===== config.mk =====
export PLATFORM = sky130hd
export DESIGN_NAME = polyline_split_at_length_fraction_flat
export DESIGN_NICKNAME = d
export VERILOG_FILES = /design/src/rtl/psalf_pkg.sv /design/src/rtl/psalf_in_if.sv /design/src/rtl/psalf_out_if.sv /design/src/rtl/polyline_split_at_length_fraction.sv /design/src/rtl/psalf_interp.sv /design/src/flat_wrapper.sv
export SDC_FILE = /design/constraint.sdc
export NUM_CORES = 2
export LEC_CHECK = 0
export BUFFER_PORTS_ARGS = -buffer_cell sky130_fd_sc_hd__buf_2
export CORE_ASPECT_RATIO = 0.5
export CORE_UTILIZATION = 60
export CTS_BUF_LIST = sky130_fd_sc_hd__clkbuf_8
export CTS_CLUSTER_DIAMETER = 50
export CTS_CLUSTER_SIZE = 24
export DETAILED_ROUTE_END_ITERATION = 8
export PLACE_DENSITY = 0.89
export SLEW_MARGIN = 10
export SYNTH_ARGS = -nofsm -noshare
export SYNTH_HDL_FRONTEND = slang
export SYNTH_SLANG_ARGS = --single-unit

===== constraint.sdc =====
create_clock -name clk -period 17.3 [get_ports clk]
set_input_delay 0.865 -clock clk [delete_from_list [all_inputs] [get_ports clk]]
set_output_delay 0.865 -clock clk [all_outputs]
set_load 0.05 [all_outputs]

===== src/rtl/psalf_pkg.sv =====
// ----------------------------------------------------------------------------
// psalf_pkg
// Shared widths, the emitted point record and a helper to build one for the
// polyline split block.
// ----------------------------------------------------------------------------
package psalf_pkg;

  // coordinate and length formats
  localparam int COORD_BITS       = 16;
  localparam int LENGTH_FRAC_BITS = 8;
  localparam int LEN_BITS         = COORD_BITS + 2 + LENGTH_FRAC_BITS;
  localparam int FRAC_BITS        = 17;
  localparam int FRAC_SHIFT       = FRAC_BITS - 1;

  // internal arithmetic widths
  localparam int MAG_BITS  = COORD_BITS + 1;
  localparam int SQ_BITS   = 2 * MAG_BITS;
  localparam int REM_BITS  = MAG_BITS + 3;
  localparam int PROD_BITS = LEN_BITS + FRAC_BITS;
  localparam int CNT_BITS  = $clog2(((FRAC_BITS > MAG_BITS) ? FRAC_BITS : MAG_BITS) + 1);

  // up to three points leave for one vertex
  localparam int SLOTS = 3;

  // part codes
  localparam logic PART_FIRST  = 1'b0;
  localparam logic PART_SECOND = 1'b1;

  // status codes
  localparam logic STATUS_OK     = 1'b0;
  localparam logic STATUS_REJECT = 1'b1;

  typedef struct packed {
    logic signed [COORD_BITS-1:0] x;
    logic signed [COORD_BITS-1:0] y;
    logic                         part;
    logic                         status;
    logic                         last;
  } point_t;

  function automatic point_t pack_point(
    input logic signed [COORD_BITS-1:0] x,
    input logic signed [COORD_BITS-1:0] y,
    input logic                         part,
    input logic                         status,
    input logic                         last
  );
    point_t p;
    p.x      = x;
    p.y      = y;
    p.part   = part;
    p.status = status;
    p.last   = last;
    return p;
  endfunction

endpackage


===== src/rtl/psalf_in_if.sv =====
// ----------------------------------------------------------------------------
// psalf_in_if
// Vertex channel: valid/ready handshake with one polyline vertex per transfer.
// ----------------------------------------------------------------------------
interface psalf_in_if import psalf_pkg::*; ();

  logic                         valid;
  logic                         ready;
  logic signed [COORD_BITS-1:0] vertex_x;
  logic signed [COORD_BITS-1:0] vertex_y;
  logic                         first_vertex;
  logic                         last_vertex;
  logic [FRAC_BITS-1:0]         split_fraction;
  logic [LEN_BITS-1:0]          path_length;

  modport source (
    output valid, vertex_x, vertex_y, first_vertex, last_vertex,
    output split_fraction, path_length,
    input  ready
  );

  modport sink (
    input  valid, vertex_x, vertex_y, first_vertex, last_vertex,
    input  split_fraction, path_length,
    output ready
  );

endinterface


===== src/rtl/psalf_out_if.sv =====
// ----------------------------------------------------------------------------
// psalf_out_if
// Point channel: valid/ready handshake with one emitted point per transfer.
// ----------------------------------------------------------------------------
interface psalf_out_if import psalf_pkg::*; ();

  logic                         valid;
  logic                         ready;
  logic signed [COORD_BITS-1:0] point_x;
  logic signed [COORD_BITS-1:0] point_y;
  logic                         part_select;
  logic                         status;
  logic                         run_end;

  modport source (
    output valid, point_x, point_y, part_select, status, run_end,
    input  ready
  );

  modport sink (
    input  valid, point_x, point_y, part_select, status, run_end,
    output ready
  );

endinterface


===== src/rtl/polyline_split_at_length_fraction.sv =====
// ----------------------------------------------------------------------------
// polyline_split_at_length_fraction
// Splits a stream of polyline vertices at a fraction of the path length.
// ----------------------------------------------------------------------------
// Vertices enter on the vertices channel, one per transfer; the first vertex
// of a polyline carries the total length (Q18.8) and the split fraction
// (Q1.16). Points leave on the points channel, up to three per vertex, with
// run_end high on the last point of each vertex.
// One vertex is worked on at a time; ready is high only while idle.
// First vertex: bit-serial multiply for the split length, then its point
// goes to the output register.
// Vertex before the split: bit-serial squaring, digit-by-digit square root
// and a compare; the vertex that crosses the split adds a serial
// interpolation.
// Vertex after the split, or with a whole-path fraction: queued directly.
// Each point then moves in turn into the output register, which holds the
// final point while the next vertex is already accepted.
// A stalled receiver holds the output register and stops the point queue.
// Reset (synchronous) clears the polyline state as if a path from the origin
// with split length zero were in progress, and empties the output.
// ----------------------------------------------------------------------------
module polyline_split_at_length_fraction import psalf_pkg::*; (
  input logic      clk,
  input logic      rst,
  psalf_in_if.sink vertices,
  psalf_out_if.source points
);

  localparam logic [2:0] S_IDLE   = 3'd0;
  localparam logic [2:0] S_MUL    = 3'd1;
  localparam logic [2:0] S_SQ     = 3'd2;
  localparam logic [2:0] S_ROOT   = 3'd3;
  localparam logic [2:0] S_DECIDE = 3'd4;
  localparam logic [2:0] S_DIV    = 3'd5;
  localparam logic [2:0] S_EMIT   = 3'd6;

  logic [2:0]                   state;

  // polyline state
  logic signed [COORD_BITS-1:0] prev_x;
  logic signed [COORD_BITS-1:0] prev_y;
  logic [LEN_BITS-1:0]          walked_length;
  logic [LEN_BITS-1:0]          target_length;
  logic                         split_done;
  logic                         take_all;
  logic                         rejected;

  // current vertex
  logic signed [COORD_BITS-1:0] cur_x;
  logic signed [COORD_BITS-1:0] cur_y;
  logic signed [MAG_BITS-1:0]   dx_r;
  logic signed [MAG_BITS-1:0]   dy_r;
  logic [CNT_BITS-1:0]          cnt;

  // split length multiply
  logic [FRAC_BITS-1:0]         frac_sr;
  logic [LEN_BITS-1:0]          plen;
  logic [PROD_BITS-1:0]         prod;

  // square sum and root
  logic [MAG_BITS-1:0]          ax;
  logic [MAG_BITS-1:0]          ay;
  logic [MAG_BITS-1:0]          ax_sr;
  logic [MAG_BITS-1:0]          ay_sr;
  logic [SQ_BITS-1:0]           sq;
  logic [REM_BITS-1:0]          rem;
  logic [MAG_BITS-1:0]          root;

  // point queue and output register
  point_t                       slot [SLOTS];
  logic [1:0]                   slot_cnt;
  point_t                       out_pt;
  logic                         out_valid;

  logic                         accept;
  logic                         out_load;
  logic signed [MAG_BITS-1:0]   dx;
  logic signed [MAG_BITS-1:0]   dy;
  logic [MAG_BITS-1:0]          dx_abs;
  logic [MAG_BITS-1:0]          dy_abs;
  logic [PROD_BITS-1:0]         prod_next;
  logic [LEN_BITS-1:0]          target_sat;
  logic [SQ_BITS-1:0]           sq_next;
  logic [REM_BITS-1:0]          rem_sh;
  logic [REM_BITS-1:0]          trial;
  logic                         root_ge;
  logic [LEN_BITS-1:0]          seg;
  logic [LEN_BITS:0]            sum;
  logic [LEN_BITS-1:0]          sum_sat;
  logic [LEN_BITS-1:0]          num;
  logic                         over;
  logic                         hit;
  logic                         div_start;
  logic                         ix_done;
  logic                         iy_done;
  logic signed [COORD_BITS-1:0] split_x;
  logic signed [COORD_BITS-1:0] split_y;

  // handshakes
  assign vertices.ready = (state == S_IDLE) && !rst;
  assign accept         = vertices.valid && vertices.ready;
  assign out_load       = (state == S_EMIT) && (!out_valid || points.ready);

  // step from the previous vertex
  always_comb begin
    dx     = MAG_BITS'(vertices.vertex_x) - MAG_BITS'(prev_x);
    dy     = MAG_BITS'(vertices.vertex_y) - MAG_BITS'(prev_y);
    dx_abs = dx[MAG_BITS-1] ? MAG_BITS'(-dx) : MAG_BITS'(dx);
    dy_abs = dy[MAG_BITS-1] ? MAG_BITS'(-dy) : MAG_BITS'(dy);
  end

  // shift-add multiply, fraction msb first, and saturated split length
  always_comb begin
    prod_next  = {prod[PROD_BITS-2:0], 1'b0}
               + (frac_sr[FRAC_BITS-1] ? PROD_BITS'(plen) : '0);
    target_sat = prod_next[PROD_BITS-1] ? '1
               : prod_next[LEN_BITS+FRAC_SHIFT-1:FRAC_SHIFT];
  end

  // squares of both axes, one multiplier bit per cycle
  assign sq_next = {sq[SQ_BITS-2:0], 1'b0}
                 + (ax_sr[MAG_BITS-1] ? SQ_BITS'(ax) : '0)
                 + (ay_sr[MAG_BITS-1] ? SQ_BITS'(ay) : '0);

  // restoring square root, two radicand bits per cycle
  always_comb begin
    rem_sh  = {rem[REM_BITS-3:0], sq[SQ_BITS-1 -: 2]};
    trial   = REM_BITS'({root, 2'b01});
    root_ge = (rem_sh >= trial);
  end

  // segment length against the split length
  always_comb begin
    seg     = LEN_BITS'({root, {LENGTH_FRAC_BITS{1'b0}}});
    sum     = (LEN_BITS + 1)'(walked_length) + (LEN_BITS + 1)'(seg);
    sum_sat = sum[LEN_BITS] ? '1 : sum[LEN_BITS-1:0];
    num     = (target_length > walked_length) ? (target_length - walked_length) : '0;
    over    = (sum > (LEN_BITS + 1)'(target_length));
    hit     = (sum == (LEN_BITS + 1)'(target_length));
  end

  assign div_start = (state == S_DECIDE) && over;

  // split point, one unit per axis
  psalf_interp u_interp_x (
    .clk   (clk),
    .rst   (rst),
    .start (div_start),
    .base  (prev_x),
    .delta (dx_r),
    .num   (num),
    .len   (seg),
    .done  (ix_done),
    .point (split_x)
  );

  psalf_interp u_interp_y (
    .clk   (clk),
    .rst   (rst),
    .start (div_start),
    .base  (prev_y),
    .delta (dy_r),
    .num   (num),
    .len   (seg),
    .done  (iy_done),
    .point (split_y)
  );

  // sequencer
  always_ff @(posedge clk) begin
    if (rst) begin
      state         <= S_IDLE;
      prev_x        <= '0;
      prev_y        <= '0;
      walked_length <= '0;
      target_length <= '0;
      split_done    <= 1'b0;
      take_all      <= 1'b0;
      rejected      <= 1'b0;
      cnt           <= '0;
      slot_cnt      <= '0;
    end else begin
      case (state)
        S_IDLE: begin
          if (accept) begin
            if (vertices.first_vertex) begin
              // new polyline
              prev_x        <= vertices.vertex_x;
              prev_y        <= vertices.vertex_y;
              walked_length <= '0;
              split_done    <= 1'b0;
              take_all      <= vertices.split_fraction[FRAC_BITS-1];
              rejected      <= (vertices.path_length == '0) || vertices.last_vertex;
              if ((vertices.path_length == '0) || vertices.last_vertex) begin
                slot[0] <= pack_point('0, '0, PART_FIRST, STATUS_REJECT, 1'b1);
              end else begin
                slot[0] <= pack_point(vertices.vertex_x, vertices.vertex_y,
                                      PART_FIRST, STATUS_OK, 1'b1);
              end
              slot_cnt <= 2'd1;
              frac_sr  <= vertices.split_fraction;
              plen     <= vertices.path_length;
              prod     <= '0;
              cnt      <= CNT_BITS'(FRAC_BITS);
              state    <= S_MUL;
            end else if (rejected) begin
              // rejected polyline: vertex dropped
            end else if (take_all || split_done) begin
              slot[0]  <= pack_point(vertices.vertex_x, vertices.vertex_y,
                                     take_all ? PART_FIRST : PART_SECOND,
                                     STATUS_OK, 1'b1);
              slot_cnt <= 2'd1;
              prev_x   <= vertices.vertex_x;
              prev_y   <= vertices.vertex_y;
              state    <= S_EMIT;
            end else begin
              cur_x <= vertices.vertex_x;
              cur_y <= vertices.vertex_y;
              dx_r  <= dx;
              dy_r  <= dy;
              ax    <= dx_abs;
              ay    <= dy_abs;
              ax_sr <= dx_abs;
              ay_sr <= dy_abs;
              sq    <= '0;
              cnt   <= CNT_BITS'(MAG_BITS);
              state <= S_SQ;
            end
          end
        end

        S_MUL: begin
          prod    <= prod_next;
          frac_sr <= {frac_sr[FRAC_BITS-2:0], 1'b0};
          cnt     <= cnt - CNT_BITS'(1);
          if (cnt == CNT_BITS'(1)) begin
            target_length <= target_sat;
            state         <= S_EMIT;
          end
        end

        S_SQ: begin
          sq    <= sq_next;
          ax_sr <= {ax_sr[MAG_BITS-2:0], 1'b0};
          ay_sr <= {ay_sr[MAG_BITS-2:0], 1'b0};
          if (cnt == CNT_BITS'(1)) begin
            rem   <= '0;
            root  <= '0;
            cnt   <= CNT_BITS'(MAG_BITS);
            state <= S_ROOT;
          end else begin
            cnt <= cnt - CNT_BITS'(1);
          end
        end

        S_ROOT: begin
          rem  <= root_ge ? (rem_sh - trial) : rem_sh;
          root <= {root[MAG_BITS-2:0], root_ge};
          sq   <= {sq[SQ_BITS-3:0], 2'b00};
          cnt  <= cnt - CNT_BITS'(1);
          if (cnt == CNT_BITS'(1)) begin
            state <= S_DECIDE;
          end
        end

        S_DECIDE: begin
          walked_length <= sum_sat;
          prev_x        <= cur_x;
          prev_y        <= cur_y;
          if (over) begin
            split_done <= 1'b1;
            state      <= S_DIV;
          end else if (hit) begin
            split_done <= 1'b1;
            slot[0]    <= pack_point(cur_x, cur_y, PART_FIRST, STATUS_OK, 1'b0);
            slot[1]    <= pack_point(cur_x, cur_y, PART_SECOND, STATUS_OK, 1'b1);
            slot_cnt   <= 2'd2;
            state      <= S_EMIT;
          end else begin
            slot[0]  <= pack_point(cur_x, cur_y, PART_FIRST, STATUS_OK, 1'b1);
            slot_cnt <= 2'd1;
            state    <= S_EMIT;
          end
        end

        S_DIV: begin
          if (ix_done && iy_done) begin
            slot[0]  <= pack_point(split_x, split_y, PART_FIRST, STATUS_OK, 1'b0);
            slot[1]  <= pack_point(split_x, split_y, PART_SECOND, STATUS_OK, 1'b0);
            slot[2]  <= pack_point(cur_x, cur_y, PART_SECOND, STATUS_OK, 1'b1);
            slot_cnt <= 2'd3;
            state    <= S_EMIT;
          end
        end

        S_EMIT: begin
          // queue advances on each move into the output register
          if (out_load) begin
            slot[0]  <= slot[1];
            slot[1]  <= slot[2];
            slot_cnt <= slot_cnt - 2'd1;
            if (slot_cnt == 2'd1) begin
              state <= S_IDLE;
            end
          end
        end

        default: begin
          state <= S_IDLE;
        end
      endcase
    end
  end

  // output register
  always_ff @(posedge clk) begin
    if (rst) begin
      out_valid <= 1'b0;
    end else if (out_load) begin
      out_valid <= 1'b1;
    end else if (points.ready) begin
      out_valid <= 1'b0;
    end
  end

  always_ff @(posedge clk) begin
    if (out_load) begin
      out_pt <= slot[0];
    end
  end

  assign points.valid       = out_valid;
  assign points.point_x     = out_pt.x;
  assign points.point_y     = out_pt.y;
  assign points.part_select = out_pt.part;
  assign points.status      = out_pt.status;
  assign points.run_end     = out_pt.last;

endmodule


===== src/rtl/psalf_interp.sv =====
// ----------------------------------------------------------------------------
// psalf_interp
// One axis of the split point: base + delta * num / len, truncated toward
// zero, with num < len. Bit-serial over the magnitude of delta, one bit per
// cycle, keeping quotient and remainder of delta * num / len.
// ----------------------------------------------------------------------------
module psalf_interp import psalf_pkg::*; (
  input  logic                         clk,
  input  logic                         rst,
  input  logic                         start,
  input  logic signed [COORD_BITS-1:0] base,
  input  logic signed [MAG_BITS-1:0]   delta,
  input  logic [LEN_BITS-1:0]          num,
  input  logic [LEN_BITS-1:0]          len,
  output logic                         done,
  output logic signed [COORD_BITS-1:0] point
);

  localparam int R2_BITS  = LEN_BITS + 2;
  localparam int SUM_BITS = COORD_BITS + 2;

  logic                         busy;
  logic [CNT_BITS-1:0]          cnt;
  logic [MAG_BITS-1:0]          mag_sr;
  logic                         neg;
  logic                         pos;
  logic signed [COORD_BITS-1:0] base_r;
  logic [LEN_BITS-1:0]          num_r;
  logic [LEN_BITS-1:0]          len_r;
  logic [MAG_BITS-1:0]          q;
  logic [LEN_BITS-1:0]          r;

  logic [R2_BITS-1:0]           r2;
  logic [R2_BITS-1:0]           len1;
  logic [R2_BITS-1:0]           len2;
  logic                         ge1;
  logic                         ge2;
  logic [R2_BITS-1:0]           r2_red;
  logic [MAG_BITS-1:0]          q_next;
  logic signed [SUM_BITS-1:0]   base_w;
  logic signed [SUM_BITS-1:0]   q_w;
  logic signed [SUM_BITS-1:0]   b;
  logic signed [SUM_BITS-1:0]   b_adj;

  // one magnitude bit: remainder doubles, num added, up to two len removed
  always_comb begin
    r2     = R2_BITS'({r, 1'b0}) + (mag_sr[MAG_BITS-1] ? R2_BITS'(num_r) : '0);
    len1   = R2_BITS'(len_r);
    len2   = R2_BITS'({len_r, 1'b0});
    ge2    = (r2 >= len2);
    ge1    = (r2 >= len1);
    r2_red = ge2 ? (r2 - len2) : (ge1 ? (r2 - len1) : r2);
    q_next = MAG_BITS'({q, 1'b0}) + MAG_BITS'({ge2, ge1 && !ge2});
  end

  // signed result with truncation toward zero
  always_comb begin
    base_w = SUM_BITS'(base_r);
    q_w    = SUM_BITS'({1'b0, q});
    b      = neg ? (base_w - q_w) : (base_w + q_w);
    b_adj  = b;
    if (r != '0) begin
      if (pos && (b < 0)) begin
        b_adj = b + SUM_BITS'(1);
      end else if (neg && (b > 0)) begin
        b_adj = b - SUM_BITS'(1);
      end
    end
  end

  assign point = COORD_BITS'(b_adj);

  // iteration control and datapath registers
  always_ff @(posedge clk) begin
    if (rst) begin
      busy <= 1'b0;
      done <= 1'b0;
      cnt  <= '0;
    end else begin
      done <= !start && busy && (cnt == CNT_BITS'(1));
      if (start) begin
        busy   <= 1'b1;
        cnt    <= CNT_BITS'(MAG_BITS);
        mag_sr <= delta[MAG_BITS-1] ? MAG_BITS'(-delta) : MAG_BITS'(delta);
        neg    <= delta[MAG_BITS-1];
        pos    <= !delta[MAG_BITS-1] && (delta != '0);
        base_r <= base;
        num_r  <= num;
        len_r  <= len;
        q      <= '0;
        r      <= '0;
      end else if (busy) begin
        q      <= q_next;
        r      <= LEN_BITS'(r2_red);
        mag_sr <= {mag_sr[MAG_BITS-2:0], 1'b0};
        cnt    <= cnt - CNT_BITS'(1);
        if (cnt == CNT_BITS'(1)) begin
          busy <= 1'b0;
        end
      end
    end
  end

endmodule


===== src/flat_wrapper.sv =====
// flat-port wrapper written by rule: the top's interface ports become plain ports
module polyline_split_at_length_fraction_flat import psalf_pkg::*;
  (clk, rst, vertices_valid, vertices_vertex_x, vertices_vertex_y, vertices_first_vertex, vertices_last_vertex, vertices_split_fraction, vertices_path_length, vertices_ready, points_valid, points_point_x, points_point_y, points_part_select, points_status, points_run_end, points_ready);
  psalf_in_if vertices_i ();
  psalf_out_if points_i ();
  input logic clk;
  input logic rst;
  input wire logic [$bits(vertices_i.valid)-1:0] vertices_valid;
  input wire logic [$bits(vertices_i.vertex_x)-1:0] vertices_vertex_x;
  input wire logic [$bits(vertices_i.vertex_y)-1:0] vertices_vertex_y;
  input wire logic [$bits(vertices_i.first_vertex)-1:0] vertices_first_vertex;
  input wire logic [$bits(vertices_i.last_vertex)-1:0] vertices_last_vertex;
  input wire logic [$bits(vertices_i.split_fraction)-1:0] vertices_split_fraction;
  input wire logic [$bits(vertices_i.path_length)-1:0] vertices_path_length;
  output wire logic [$bits(vertices_i.ready)-1:0] vertices_ready;
  output wire logic [$bits(points_i.valid)-1:0] points_valid;
  output wire logic [$bits(points_i.point_x)-1:0] points_point_x;
  output wire logic [$bits(points_i.point_y)-1:0] points_point_y;
  output wire logic [$bits(points_i.part_select)-1:0] points_part_select;
  output wire logic [$bits(points_i.status)-1:0] points_status;
  output wire logic [$bits(points_i.run_end)-1:0] points_run_end;
  input wire logic [$bits(points_i.ready)-1:0] points_ready;
  assign vertices_i.valid = vertices_valid;
  assign vertices_i.vertex_x = vertices_vertex_x;
  assign vertices_i.vertex_y = vertices_vertex_y;
  assign vertices_i.first_vertex = vertices_first_vertex;
  assign vertices_i.last_vertex = vertices_last_vertex;
  assign vertices_i.split_fraction = vertices_split_fraction;
  assign vertices_i.path_length = vertices_path_length;
  assign vertices_ready = vertices_i.ready;
  assign points_valid = points_i.valid;
  assign points_point_x = points_i.point_x;
  assign points_point_y = points_i.point_y;
  assign points_part_select = points_i.part_select;
  assign points_status = points_i.status;
  assign points_run_end = points_i.run_end;
  assign points_i.ready = points_ready;
  polyline_split_at_length_fraction u_core (.clk(clk), .rst(rst), .vertices(vertices_i), .points(points_i));
endmodule

==> metrics.cfg <==
[run_status]
status=finished, violations left
failed_checks=DRC

[synth]
synth-edff-count=620
syn_inst=4875
synth.avg_cell_area_um2=9.744
async_reset_ff_frac=0
syn_nets=5323
synth_flop_cell=edfxtp_1
yosysSeqAreaShare=0.4362
synth_cell_types=98
netlist_area_um2=47500
yosysWarnings=0
synth_seq_cells=725

[finish]
drive_above_1_share=0.07127
final_cell_count_no_fill=5998
layout_common_cells=edfxtp_1 (620), nor2_1 (542), a21oi_1 (366)
synthToLayoutAreaGrowth_pct=5.863
nFillCells=5958
final_common_cell=edfxtp_1
final_core_util=0.6461
nNetsFinal=5362

[critical_path]
r2r_slack_ps=9340
slowest_stage=o41ai_1
worstSetupPathType=reg -> reg
path_delay_family=compound AO/OA/AOI/OAI gates
reg2reg_depth=26
end_kind=flip-flop
crit_fanout=27
r2r-end=u_core.u_interp_y.q[13]$_SDFFCE_PN0P_
start_kind=flip-flop
cpPeakStageDelay_ps=750
crit_buf_inv=1
cpMostUsedCell=ha_1
cp.required_ps=17800
rr_startpoint=u_core.u_interp_y.mag_sr[16]$_DFFE_PP_
worstPathArrival_ps=8450

[route]
drc_errors=4
first_pass_iters=9
antenna_left=0
vias_per_cell=6.539
drt_iter0_markers=5424
wl_per_cell_um=22.21
via_count=39220
routed_wl_um=133200

[placed_design]
gp_congestion=0.9909
pre_cts_slack_ps=9561
dp_hpwl_um=98520
io_buffers=117
placed_cells=5900

[clocking]
clk_latency_ps=790
cts_root_buf=clkbuf_8
path_clk_slew_ps=150
numCtsBuffers=48
clock_sinks=725
cts_max_path_buffers=3
tritoncts=yes
cts.hold.buffers_added=0
post_cts_buffers=0
post_cts_resized=0
cts.htree.levels=2

[power]
combPwrFrac=0.270
p_int_mw=2.790
vdd_drop_max_mv=0.08582
pwr-share-seq=0.496
power.density_nw_per_um2=84.59
p_leak_nw=19.33
p_switching_mw=1.464
switching_share=0.3441
power.clock.fraction=0.234

[floorplanning]
die_h_um=201.0
initial_core_util=0.6103
num_io_pins=118
die_area_um2=80360
dieWidth_um=399.9
coreArea_um2=77830
row_count=72

[sta]
drv_slew=0
fmax_ghz=0.1257
skew_ps=82.01
setup_tns_ps=0
period_needed_ps=7956
finalHoldViolations=0
setup_viol=0
grt_setup_unrepaired=no
worst_slack_ps=9344
period_share=0.4599
slew_headroom=0.1720
worstMarginPinSlew_ps=1241

[grt]
grt_pass1_wl_um=206400
grt_pass1_vias=37100
grt_antenna_before_repair=13
grt_max_degree=71
grt_overflow=0
track_usage=0.3252

[worst_hold_path]
hold_end=u_core.plen[16]$_DFFE_PP_
hold_path_class=in -> reg
whs_path_depth=1
worstHoldStart=vertices_path_length[16]

[job]
max_cap_viol_count=0

[synth_stat cells, drive strengths merged (11+ instances only)]
master	n	area, um^2
edfxtp	620	18620
nor2	548	2059
a21oi	369	1866
nand2	344	1291
ha	337	4217
inv	282	1059
o21ai	251	1264
xnor2	233	2048
clkbuf	146	548.0
xor2	146	1279
and2	112	700.7
nor3	108	540.5
dfxtp	105	2102
a21o	103	773.2
nand3	102	510.5
a211oi	90	680.7
and3	79	494.2
nand2b	56	350.3
nor2b	55	344.1
o21a	55	412.9
nand4	49	306.5
nor4	46	287.8
mux2i	43	430.4
mux2	42	473.0
or3	36	225.2
o21bai	33	247.7
fa	30	600.6
a31oi	28	175.2
o31ai	26	195.2
or2	25	156.4
o22ai	24	150.1
a221o	23	230.2
a211o	20	175.2
o211ai	19	142.6
a2111oi	18	163.9
a222oi	18	180.2
buf	18	76.33
a22o	15	131.4
and4	14	122.6
nor3b	14	105.1
o31a	14	122.6
a21boi	13	97.59
a31o	13	113.9
a221oi	11	96.34
o41ai	11	115.1
[power by group through the flow]
| stage | clock, mW | sequential, mW | combinational (mW) |
|---|---|---|---|
| floorplan | 0 | 2.12 | 0.826 |
| global route | 1.05 | 2.12 | 1.25 |
| CTS | 0.997 | 2.11 | 1.12 |
| detailed placement | 0 | 2.14 | 1.11 |
| global placement | 0 | 2.14 | 1.06 |
| finish | 0.993 | 2.11 | 1.15 |
[metal layers]
| metal | GRT usage | routed length [um] | part of all wire | up-vias |
|---|---|---|---|---|
| met4 | 0.08026 | 3398 | 0.026 | 6 |
| met2 | 0.4787 | 56470 | 0.42 | 2171 |
| met5 | 0 | 34 | 0.00026 | - |
| met3 | 0.07760 | 16940 | 0.13 | 233 |
| li1 | - | - | - | 17960 |
| met1 | 0.4815 | 56360 | 0.42 | 18850 |
[worst reg2reg max path, cell delays in order (launching register included)]
cell      delay [ps]
edfxtp_1         730
and2_1           310
ha_1             210
fa_1             430
a211oi_1         310
o21ai_0          160
a31oi_1          430
o31ai_1          270
a21oi_1          230
xnor2_1          290
ha_1             400
a21o_1           200
a21o_1           180
o21ai_0          160
a21oi_1           80
o41ai_1          750
o211ai_1         380
nor2_1           180
mux2_2           400
inv_1            420
ha_1             370
ha_1             220
nand3_1          200
nor2_1           100
nand2_1           90
xor2_1           170
nor2_1            60
[registers in the layout, indices dropped and copies added, names as in the netlist, 26 cells and up]
register                 count
u_core.plen                 26
u_core.prod                 42
u_core.slot                100
u_core.sq                   34
u_core.target_length        26
u_core.u_interp_x.num_r     26
u_core.u_interp_x.r         26
u_core.u_interp_y.r         26
[metrics by stage]
| stage | total power [mW] | hold WS, ps | instance area (um^2) |
|---|---|---|---|
| 4_1_cts | 4.220 | 225.2 | 50260 |
| 3_3_place_gp | 3.204 | 400.5 | 49140 |
| 5_1_grt | 4.421 | 230.6 | 50280 |
| 2_1_floorplan | 2.947 | 400.3 | 47500 |
| 6_report | 4.254 | 272.5 | 50290 |
| 3_5_place_dp | 3.250 | 404.5 | 49160 |
[how the worst max path moves through the flow]
stage                                                  endpoint  depth (start not counted)  slack [ps]                                   start
after floorplan           u_core.u_interp_x.base_r[0]$_DFFE_PP_                         20        9690            u_core.root[1]$_SDFFCE_PN0P_
after global placement    u_core.u_interp_y.q[15]$_SDFFCE_PN0P_                         26        9750  u_core.u_interp_y.mag_sr[16]$_DFFE_PP_
after detailed placement  u_core.u_interp_y.q[13]$_SDFFCE_PN0P_                         26        9560  u_core.u_interp_y.mag_sr[16]$_DFFE_PP_
after CTS                 u_core.u_interp_y.q[13]$_SDFFCE_PN0P_                         26        9530  u_core.u_interp_y.mag_sr[16]$_DFFE_PP_
after global routing      u_core.u_interp_y.q[15]$_SDFFCE_PN0P_                         26        8760  u_core.u_interp_y.mag_sr[16]$_DFFE_PP_
final                     u_core.u_interp_y.q[13]$_SDFFCE_PN0P_                         26        9340  u_core.u_interp_y.mag_sr[16]$_DFFE_PP_
[cell type report]
class / instances / area [um^2] / area share
antenna: 9 / 22.52 / 0.0004479
inverter: 283 / 1062 / 0.02112
timing repair buffer: 153 / 870.8 / 0.01732
clock inverter: 41 / 446.7 / 0.008883
sequential: 725 / 20720 / 0.4120
multi-input combinational: 3703 / 25210 / 0.5013
tap: 1036 / 1296 / 0.02578
clock buffer: 48 / 660.6 / 0.01314
[cell families (layout without fill, tap and decap cells)]
logic type / after synthesis / in the layout / share of synthesized area
DFF: 725 / 725 / 0.4362
other: 0 / 9 / 0
AOI/OAI and AO/OA: 1232 / 1232 / 0.1699
muxes: 85 / 85 / 0.01902
adders and majority gates: 367 / 367 / 0.1014
and+or+nand+nor: 1640 / 1640 / 0.1679
buffers and inverters: 447 / 525 / 0.03551
xor gates and xnor gates: 379 / 379 / 0.07004
(Power assumes the default switching activity.)
